## src/sv/cfrc_pkg.sv

```systemverilog
// Shared types, constants and the CRC byte update for the record frame checker.
// No dependencies; used by cfrc_result_queue and crc_framed_record_checker.
package cfrc_pkg;

  // CRC-32/ISO-HDLC, reflected form
  localparam logic [31:0] CRC_POLY  = 32'hEDB8_8320;
  localparam logic [31:0] CRC_ONES  = 32'hFFFF_FFFF;

  // frame layout
  localparam logic [3:0]  MIN_FRAME = 4'd13;
  localparam logic [3:0]  POS_MAX   = 4'd15;
  localparam logic [3:0]  WIN_DEPTH = 4'd4;

  // status codes
  localparam logic [2:0]  ST_OK        = 3'd0;
  localparam logic [2:0]  ST_SHORT     = 3'd1;
  localparam logic [2:0]  ST_CRC_BAD   = 3'd2;
  localparam logic [2:0]  ST_MAGIC_BAD = 3'd3;
  localparam logic [2:0]  ST_VER_BAD   = 3'd4;

  // result kinds
  localparam logic        KIND_PAYLOAD = 1'b0;
  localparam logic        KIND_STATUS  = 1'b1;

  // register map (byte address bit 2 selects the register)
  localparam logic        REG_MAGIC   = 1'b0;
  localparam logic        REG_VERSION = 1'b1;

  // result queue sizing
  localparam int          QDEPTH = 4;
  localparam int          QPTR_W = 2;
  localparam int          QCNT_W = 3;

  typedef struct packed {
    logic [7:0] frame_byte;
    logic       frame_end;
  } in_req_t;

  typedef struct packed {
    logic        result_kind;
    logic [7:0]  payload_byte;
    logic [2:0]  check_status;
    logic [31:0] decoded_count;
    logic        run_last;
  } out_req_t;

  // results pushed for one accepted byte
  typedef struct packed {
    logic [1:0] num;
    out_req_t   first;
    out_req_t   second;
  } push_t;

  // one byte through the reflected CRC register
  function automatic logic [31:0] crc_byte(input logic [31:0] crc, input logic [7:0] b);
    logic [31:0] c;
    c = crc ^ {24'd0, b};
    for (int i = 0; i < 8; i++) begin
      c = c[0] ? ((c >> 1) ^ CRC_POLY) : (c >> 1);
    end
    return c;
  endfunction

endpackage

```

## src/sv/cfrc_result_queue.sv

```systemverilog
// Four-entry result queue that takes up to two results per cycle and hands
// out one. Depends on cfrc_pkg for the result struct and queue sizing.
module cfrc_result_queue (
  input  logic              clk,
  input  logic              rst_n,
  input  cfrc_pkg::push_t   push,
  output logic              room,
  output logic              out_valid,
  input  logic              out_ready,
  output cfrc_pkg::out_req_t out_data
);

  cfrc_pkg::out_req_t                  q_r [cfrc_pkg::QDEPTH];
  logic [cfrc_pkg::QPTR_W-1:0]         wr_r, wr_nxt;
  logic [cfrc_pkg::QPTR_W-1:0]         rd_r, rd_nxt;
  logic [cfrc_pkg::QCNT_W-1:0]         cnt_r, cnt_nxt;
  logic [cfrc_pkg::QPTR_W-1:0]         wr_second;
  logic                                pop;

  // room for a worst-case pair of results
  assign room      = cnt_r <= cfrc_pkg::QCNT_W'(cfrc_pkg::QDEPTH - 2);
  assign out_valid = cnt_r != '0;
  assign out_data  = q_r[rd_r];
  assign pop       = out_valid & out_ready;
  assign wr_second = wr_r + cfrc_pkg::QPTR_W'(1);

  // pointer and fill bookkeeping
  always_comb begin
    wr_nxt  = wr_r + cfrc_pkg::QPTR_W'(push.num);
    rd_nxt  = rd_r + cfrc_pkg::QPTR_W'(pop);
    cnt_nxt = cnt_r + cfrc_pkg::QCNT_W'(push.num) - cfrc_pkg::QCNT_W'(pop);
  end

  always_ff @(posedge clk) begin
    if (!rst_n) begin
      wr_r  <= '0;
      rd_r  <= '0;
      cnt_r <= '0;
    end else begin
      wr_r  <= wr_nxt;
      rd_r  <= rd_nxt;
      cnt_r <= cnt_nxt;
    end
  end

  // entry storage
  always_ff @(posedge clk) begin
    if (push.num != 2'd0) begin
      q_r[wr_r] <= push.first;
    end
    if (push.num == 2'd2) begin
      q_r[wr_second] <= push.second;
    end
  end

endmodule

```

## config.mk

```make
export PLATFORM = sky130hd
export DESIGN_NAME = cfrc_result_queue
export DESIGN_NICKNAME = d
export VERILOG_FILES = /design/src/sv/cfrc_pkg.sv /design/src/sv/cfrc_result_queue.sv
export SDC_FILE = /design/constraint.sdc
export NUM_CORES = 1
export LEC_CHECK = 0
export ABC_AREA = 1
export BUFFER_PORTS_ARGS = -buffer_cell sky130_fd_sc_hd__buf_2
export CAP_MARGIN = 5
export CORE_MARGIN = 5
export CORE_UTILIZATION = 36
export CTS_BUF_LIST = sky130_fd_sc_hd__clkbuf_8
export DETAILED_ROUTE_END_ITERATION = 12
export PLACE_DENSITY = 0.55
export RECOVER_POWER = 100
export SKIP_CTS_REPAIR_TIMING = 1
export SLEW_MARGIN = 10
export SYNTH_ARGS = -nofsm -noshare
export SYNTH_HDL_FRONTEND = slang
export SYNTH_SLANG_ARGS = --single-unit
```

## constraint.sdc

```tcl
create_clock -name clk -period 4.5 [get_ports clk]
set_input_delay 0.225 -clock clk [delete_from_list [all_inputs] [get_ports clk]]
set_output_delay 0.225 -clock clk [all_outputs]
set_load 0.005 [all_outputs]
```

# Word-level counts from Yosys, hierarchy flattened
# Memories as Yosys holds them, arrays and structs flattened. A register that Yosys moved wholly into a read port is not among the register bits.
# Cells that the tools add are included.
# W data, S select, Z words.
# totals
memories,1
out_inout_bits,47
reg_bits,7
ramBits,180
wordCells,19
# op_classes
reduce_logical,2
n_bitwise,1
muxes,5
n_lt_le_gt_ge,1
addsub,5
eq_ne,1
# memory_table
name,words,word_bits,rd,rd_clocked_by_memory_dff,wr,line_no,text
q_r,4,45,1,1,2,cfrc_result_queue.sv:13,cfrc_pkg::out_req_t q_r [cfrc_pkg::QDEPTH];
# ops
cell,count
$mux W1,4
$add A3 B2 Y3,1
$le A3 B2 Y1 const B,1
$reduce_bool A3 Y1,1
$sub A3 B1 Y3,1
$add A2 B1 Y2,1
$add A2 B1 Y2 const B,1
$add A2 B2 Y2,1
$eq A2 B2 Y1 const B,1
$mux W2,1
$reduce_bool A2 Y1,1
$and A1 B1 Y1,1

# Longest topological paths before layout
# Gate-level depths: netlist (run 1).
# logic_depth
word_depth,4
depth_mapped,10
depth_no_buf,10

# Worst setup path after synthesis (run 1)
# Ideal clock, no wire load.
# synth_timing
path_kind,reg2reg
from,register wr_r[0] (netlist name)
to,"memory q_r[3][0] (netlist name), enable pin"
path_stages_with_launch,3
setup_slack_ns,0.076
arrival_ns,3.909
required_time_ns,3.985
cell_sequence,dfxtp_1 > inv_1 > o31ai_1
# synth_lines
element,line_no,text
start: declaration,cfrc_result_queue.sv:14,"logic [cfrc_pkg::QPTR_W-1:0] wr_r, wr_nxt;"
start signal: assignment,cfrc_result_queue.sv:40,wr_r <= wr_nxt;
end: declaration,cfrc_result_queue.sv:13,

==> results of run 1 <==
routing by layer:
metal  vias to the layer above  global-route usage  wire length, um
met5                         -                   0                0
met4                         0              0.0373              249
met3                        18              0.0293             1120
met2                       167               0.281            12200
met1                      3298               0.212            10900
li1                       3484                   -                -
cell type report:
type / instances / area [um^2]
clock inverter: 15 / 188
multi-input combinational: 631 / 2960
timing repair buffer: 151 / 731
clock buffer: 17 / 234
fill: 2721 / 15800
antenna: 1 / 2.50
tap: 335 / 419
inverter: 58 / 219
sequential: 187 / 5550
worst register-to-register path: cells and delay by family (launching register included):
| family | cells | cell delay, ns |
|---|---|---|
| compound gates | 1 | 1.52 |
| buf+inv | 2 | 1.13 |
| flops | 1 | 0.42 |
registers in the layout, indices dropped and copies added, names as in the netlist:
| signal | flops |
|---|---|
| q_r | 180 |
| wr_r | 2 |
| cnt_r | 3 |
| rd_r | 2 |
cell usage after synthesis (2+ instances only):
| cell | instances | share of area |
|---|---|---|
| buf_2 | 12 | 0.0063 |
| clkbuf_1 | 20 | 0.0079 |
| nand2_4 | 3 | 0.0035 |
| dfxtp_1 | 7 | 0.015 |
| o21ai_2 | 90 | 0.083 |
| nor2_2 | 2 | 0.0013 |
| xnor2_1 | 3 | 0.0028 |
| inv_2 | 2 | 0.00079 |
| nand2_1 | 197 | 0.078 |
| edfxtp_1 | 180 | 0.57 |
| buf_4 | 2 | 0.0016 |
| a21oi_1 | 3 | 0.0016 |
| buf_6 | 25 | 0.030 |
| inv_1 | 55 | 0.022 |
| ha_1 | 3 | 0.0039 |
| o21ai_1 | 59 | 0.031 |
| o22ai_1 | 45 | 0.030 |
| nor2_1 | 98 | 0.039 |
| clkbuf_2 | 4 | 0.0021 |
| o21ai_0 | 121 | 0.064 |
per-stage QoR:
| stage | area [um^2] | cells |
|---|---|---|
| 6_report | 10300 | 1395 |
| 5_1_grt | 10300 | 1394 |
| 4_1_cts | 10700 | 1394 |
| 3_5_place_dp | 10300 | 1362 |
| 3_3_place_gp | 10300 | 1362 |
| 2_1_floorplan | 9520 | 940 |
cells by family (layout without fill, tap and decap cells):
kind of cell             count (synthesis)  count (layout)  share of synthesized area
AO/OA/AOI/OAI                          319             319                      0.209
AND/OR/NAND/NOR                        304             304                      0.126
flip-flops                             187             187                      0.583
buffers and inverters                  122             241                     0.0719
adder cells (fa/ha/maj)                  4               4                    0.00605
XOR/XNOR                                 4               4                    0.00368
other                                    0               1                          0
worst max-delay path by stage:
stage                       start      endpoint  slack, ns  depth (start not counted)
after detailed placement  wr_r[1]    q_r[1][35]       1.78                          4
final                     wr_r[1]     q_r[3][0]       1.05                          3
after floorplan           wr_r[0]     q_r[3][0]       0.08                          2
after global placement    wr_r[1]    q_r[1][22]       1.83                          4
after CTS                 rd_r[1]  out_data[20]       1.49                          4
after global routing      wr_r[0]    q_r[3][20]       0.71                          3
where the power goes:
part | internal (W) | total [W] | switching, W
registers | 0.00212 | 0.00222 | 0.0000923
clock network | 0.000560 | 0.00120 | 0.000638
logic | 0.000352 | 0.00107 | 0.000721
total | 0.00304 | 0.00449 | 0.00145
==> impl_metrics.json, run 1 <==
{
  "status": "complete, but fails checks",
  "violations": "max-capacitance violations, max-slew violations",
  "die-area_um2": 29800,
  "maxCapViolations": 4,
  "critPathTopFamily": "compound AO/OA/AOI/OAI gates",
  "power.density_nw_per_um2": 436,
  "grt_pass1_vias": 6957,
  "p_leak_nw": 4.21,
  "initial_core_util": 0.365,
  "vias_per_cell": 4.99,
  "die_x_um": 173,
  "area_delta_synth_final_pct": 8.26,
  "cts_buffer_depth": 2,
  "critPathLaunchType": "flop",
  "firstDrtPassIters": 5,
  "numCtsBuffers": 17,
  "critical_path_class": "flop to flop",
  "min-delay-start": "rst_n",
  "cts_max_level": 4,
  "period_share": 0.767,
  "hpwl_um": 15300,
  "std_cell_rows": 59,
  "cpMaxStageDelayCell": "o31ai_1",
  "gp_congestion": 0.730,
  "grt_start_max_net_pins": 92,
  "finalNetCount": 1145,
  "finalWorstSetupSlack_ns": 1.05,
  "ant_nets": 0,
  "crit_required_ns": 4.58,
  "cp_max_fo": 34,
  "drt-wirelength-per-cell_um": 17.5,
  "clock_skew_ns": 0.0140,
  "fin_util": 0.395,
  "total_power_w": 0.00449,
  "setup_viol": 0,
  "crit_arrival_ns": 3.53,
  "port-buffer-count": 141,
  "hold_viol_final": 0,
  "synthArstFlopShare": 0,
  "worstHoldPathType": "primary input to flop",
  "cp-end-kind": "flop",
  "clkSinkCount": 187,
  "track_usage": 0.162,
  "ys_ff_latch": 187,
  "die_h_um": 173,
  "worstMarginPinSlew_ns": 1.90,
  "drt-total-wl_um": 24400,
  "rsz0062_at_grt": "no",
  "via_count": 6967,
  "netlist_area_um2": 9520,
  "cpPeakStageDelay_ns": 1.52,
  "layout_commonest_cell": "o21ai_0",
  "yosys_warnings": 0,
  "hold_slack_ns": 0.0428,
  "core_um2": 26100,
  "yosys.cell_types.count": 29,
  "antenna_found_initial": 1,
  "grt-ovfl-total": 0,
  "ir_drop_mv": 0.155,
  "reg2regPathDepth": 3,
  "first_iter_violations": 504,
  "r2r-start": "wr_r[1]",
  "cts_root_buffer": "clkbuf_8",
  "pre_cts_ws_ns": 1.78,
  "synth_nets": 1039,
  "max_freq_mhz": 290,
  "fin_crit_ns": 3.45,
  "hold_path_end": "cnt_r[0]",
  "path_cells": "inv_1, o31ai_1, clkbuf_2",
  "path_buf_inv": 2,
  "r2r_slack_ns": 1.05,
  "grt_pass1_wl_um": 38700,
  "fin_tns_setup_ns": 0,
  "synth_edf_count": 180,
  "ys_dominant_reg_cell": "edfxtp_1",
  "syn_inst": 940,
  "clk_pin_slew_ns": 0.10,
  "layout_common_cells": "o21ai_0, nand2_1, edfxtp_1",
  "drc": 0,
  "ys_seq_area_frac": 0.583,
  "ios": 142,
  "cts_tree": "yes",
  "layout-drive-gt1-share": 0.154,
  "clk_latency_ns": 0.46,
  "r2r_end": "q_r[3][0]",
  "slew_violations": 151,
  "syn_area_per_cell_um2": 10.1,
  "slew_headroom": -0.277,
  "worstHoldPathCells": 3
}
No activity file was read; power rests on OpenSTA's default activity.
==> run 2: changes to the inputs <==
Clock period 4.5 ns to 3.1 ns, I/O delays scaled along.
==> run 2 against run 1 <==
  * The flow finishes with violations (max-capacitance violations)
  * Flip-flop and latch count did not move
  * Clock power rose by 47%
  * Combinational power grew 49%
  * Worst hold slack got worse by 0.038 ns
  * Core utilization increased by 0.70 points
  * Die area is the same
  * Largest cell class unchanged
==> impl_metrics.json, run 2 (synthesis results as in run 1) <==
{
  "status": "complete, but fails checks",
  "violations": "max-capacitance violations",
  "track_usage": 0.161,
  "critPathLaunchType": "flop",
  "crit_arrival_ns": 2.48,
  "power.density_nw_per_um2": 625,
  "fin_tns_setup_ns": 0,
  "cts_root_buffer": "clkbuf_8",
  "gp_congestion": 0.732,
  "maxCapViolations": 1,
  "period_share": 0.849,
  "cts_max_level": 4,
  "die_h_um": 173,
  "fin_crit_ns": 2.63,
  "via_count": 7053,
  "drt-total-wl_um": 24500,
  "worstMarginPinSlew_ns": 1.49,
  "slew_headroom": 0.00354,
  "placed_area_um2": 10400,
  "ios": 142,
  "top_regs": "q_r (180), cnt_r (3)",
  "setup_viol": 0,
  "first_iter_violations": 552,
  "cts_tree": "yes",
  "numCtsBuffers": 17,
  "fill_cells": 2727,
  "area_delta_synth_final_pct": 10.2,
  "core_um2": 26100,
  "fin_util": 0.402,
  "drt-wirelength-per-cell_um": 17.4,
  "cpPeakStageDelay_ns": 0.66,
  "path_cells": "clkbuf_4, o21ai_0, o22ai_1, clkbuf_1",
  "grt_pass1_vias": 6867,
  "max_freq_mhz": 380,
  "crit_required_ns": 2.94,
  "rsz0062_at_grt": "no",
  "layout-drive-gt1-share": 0.149,
  "drc": 0,
  "grt-ovfl-total": 0,
  "firstDrtPassIters": 5,
  "r2r_slack_ns": 0.47,
  "std_cell_rows": 59,
  "finalNetCount": 1163,
  "worstHoldPathType": "primary input to flop",
  "clk_latency_ns": 0.48,
  "initial_core_util": 0.365,
  "final_cell_area_um2": 10500,
  "grt_start_max_net_pins": 75,
  "port-buffer-count": 141,
  "die_x_um": 173,
  "hpwl_um": 14600,
  "hold_viol_final": 0,
  "largest-register": "q_r",
  "ir_drop_mv": 0.222,
  "critPathTopFamily": "buffers and inverters",
  "p_leak_nw": 4.25,
  "layout_commonest_cell": "o21ai_0",
  "clock_skew_ns": 0.0161,
  "critical_path_class": "flop to output port",
  "grt_pass1_wl_um": 38200,
  "hold_slack_ns": 0.00448,
  "cpMaxStageDelayCell": "clkbuf_4",
  "layout_common_cells": "o21ai_0, nand2_1, edfxtp_1",
  "clk_pin_slew_ns": 0.10,
  "slew_violations": 0,
  "cp_max_fo": 57,
  "cts_buffer_depth": 2,
  "path_buf_inv": 2,
  "clkSinkCount": 187,
  "vias_per_cell": 4.99,
  "antenna_found_initial": 1,
  "die-area_um2": 29800,
  "ant_nets": 0,
  "cp-end-kind": "output port",
  "largest_reg_flops": 180
}
[run 2: layout make-up]
class                   instances  area [um^2]  area share
flip-flops and latches        187         5550       0.529
multi-input cells             631         2960       0.282
repair buffers                169          917      0.0875
well taps                     335          419      0.0400
clock buffers                  17          234      0.0223
inverters                      58          219      0.0209
clock inverters                15          186      0.0178
diodes                          1         2.50    0.000239
[run 2: path summary, 6_finish.rpt]
path,startpoint,end,cells past startpoint
hold / removal,push[82],q_r[0][37],3
setup reg to reg,wr_r[0],q_r[0][24],4
hold reg to reg,cnt_r[2],cnt_r[2],3
setup / recovery,rd_r[0],out_data[44],4
[run 2: layer usage]
layer | vias to the layer above | GRT usage | wire (um)
met1 | 3337 | 0.216 | 10900
met4 | 0 | 0.0396 | 226
met3 | 14 | 0.0271 | 1220
met2 | 183 | 0.274 | 12200
li1 | 3519 | - | -
met5 | - | 0 | 0
[run 2: where the power goes]
group / internal [W] / switching (W) / total [W]
clock network: 0.000813 / 0.000945 / 0.00176
registers: 0.00308 / 0.000118 / 0.00320
logic: 0.000530 / 0.00106 / 0.00159
[run 2: tightest hold or removal path, cell delays in order]
cell	delay (ns)
buf_2	0.11
nand2_1	0.05
o21ai_0	0.06
[run 2: stage by stage]
stage	cells	worst slack [ns]	power (W)
floorplan	940	0.0752	0.00426
global placement	1365	1.06	0.00499
detailed placement	1365	1.03	0.00501
finish	1413	0.467	0.00655
CTS	1397	0.513	0.00675
global route	1413	0.272	0.00693
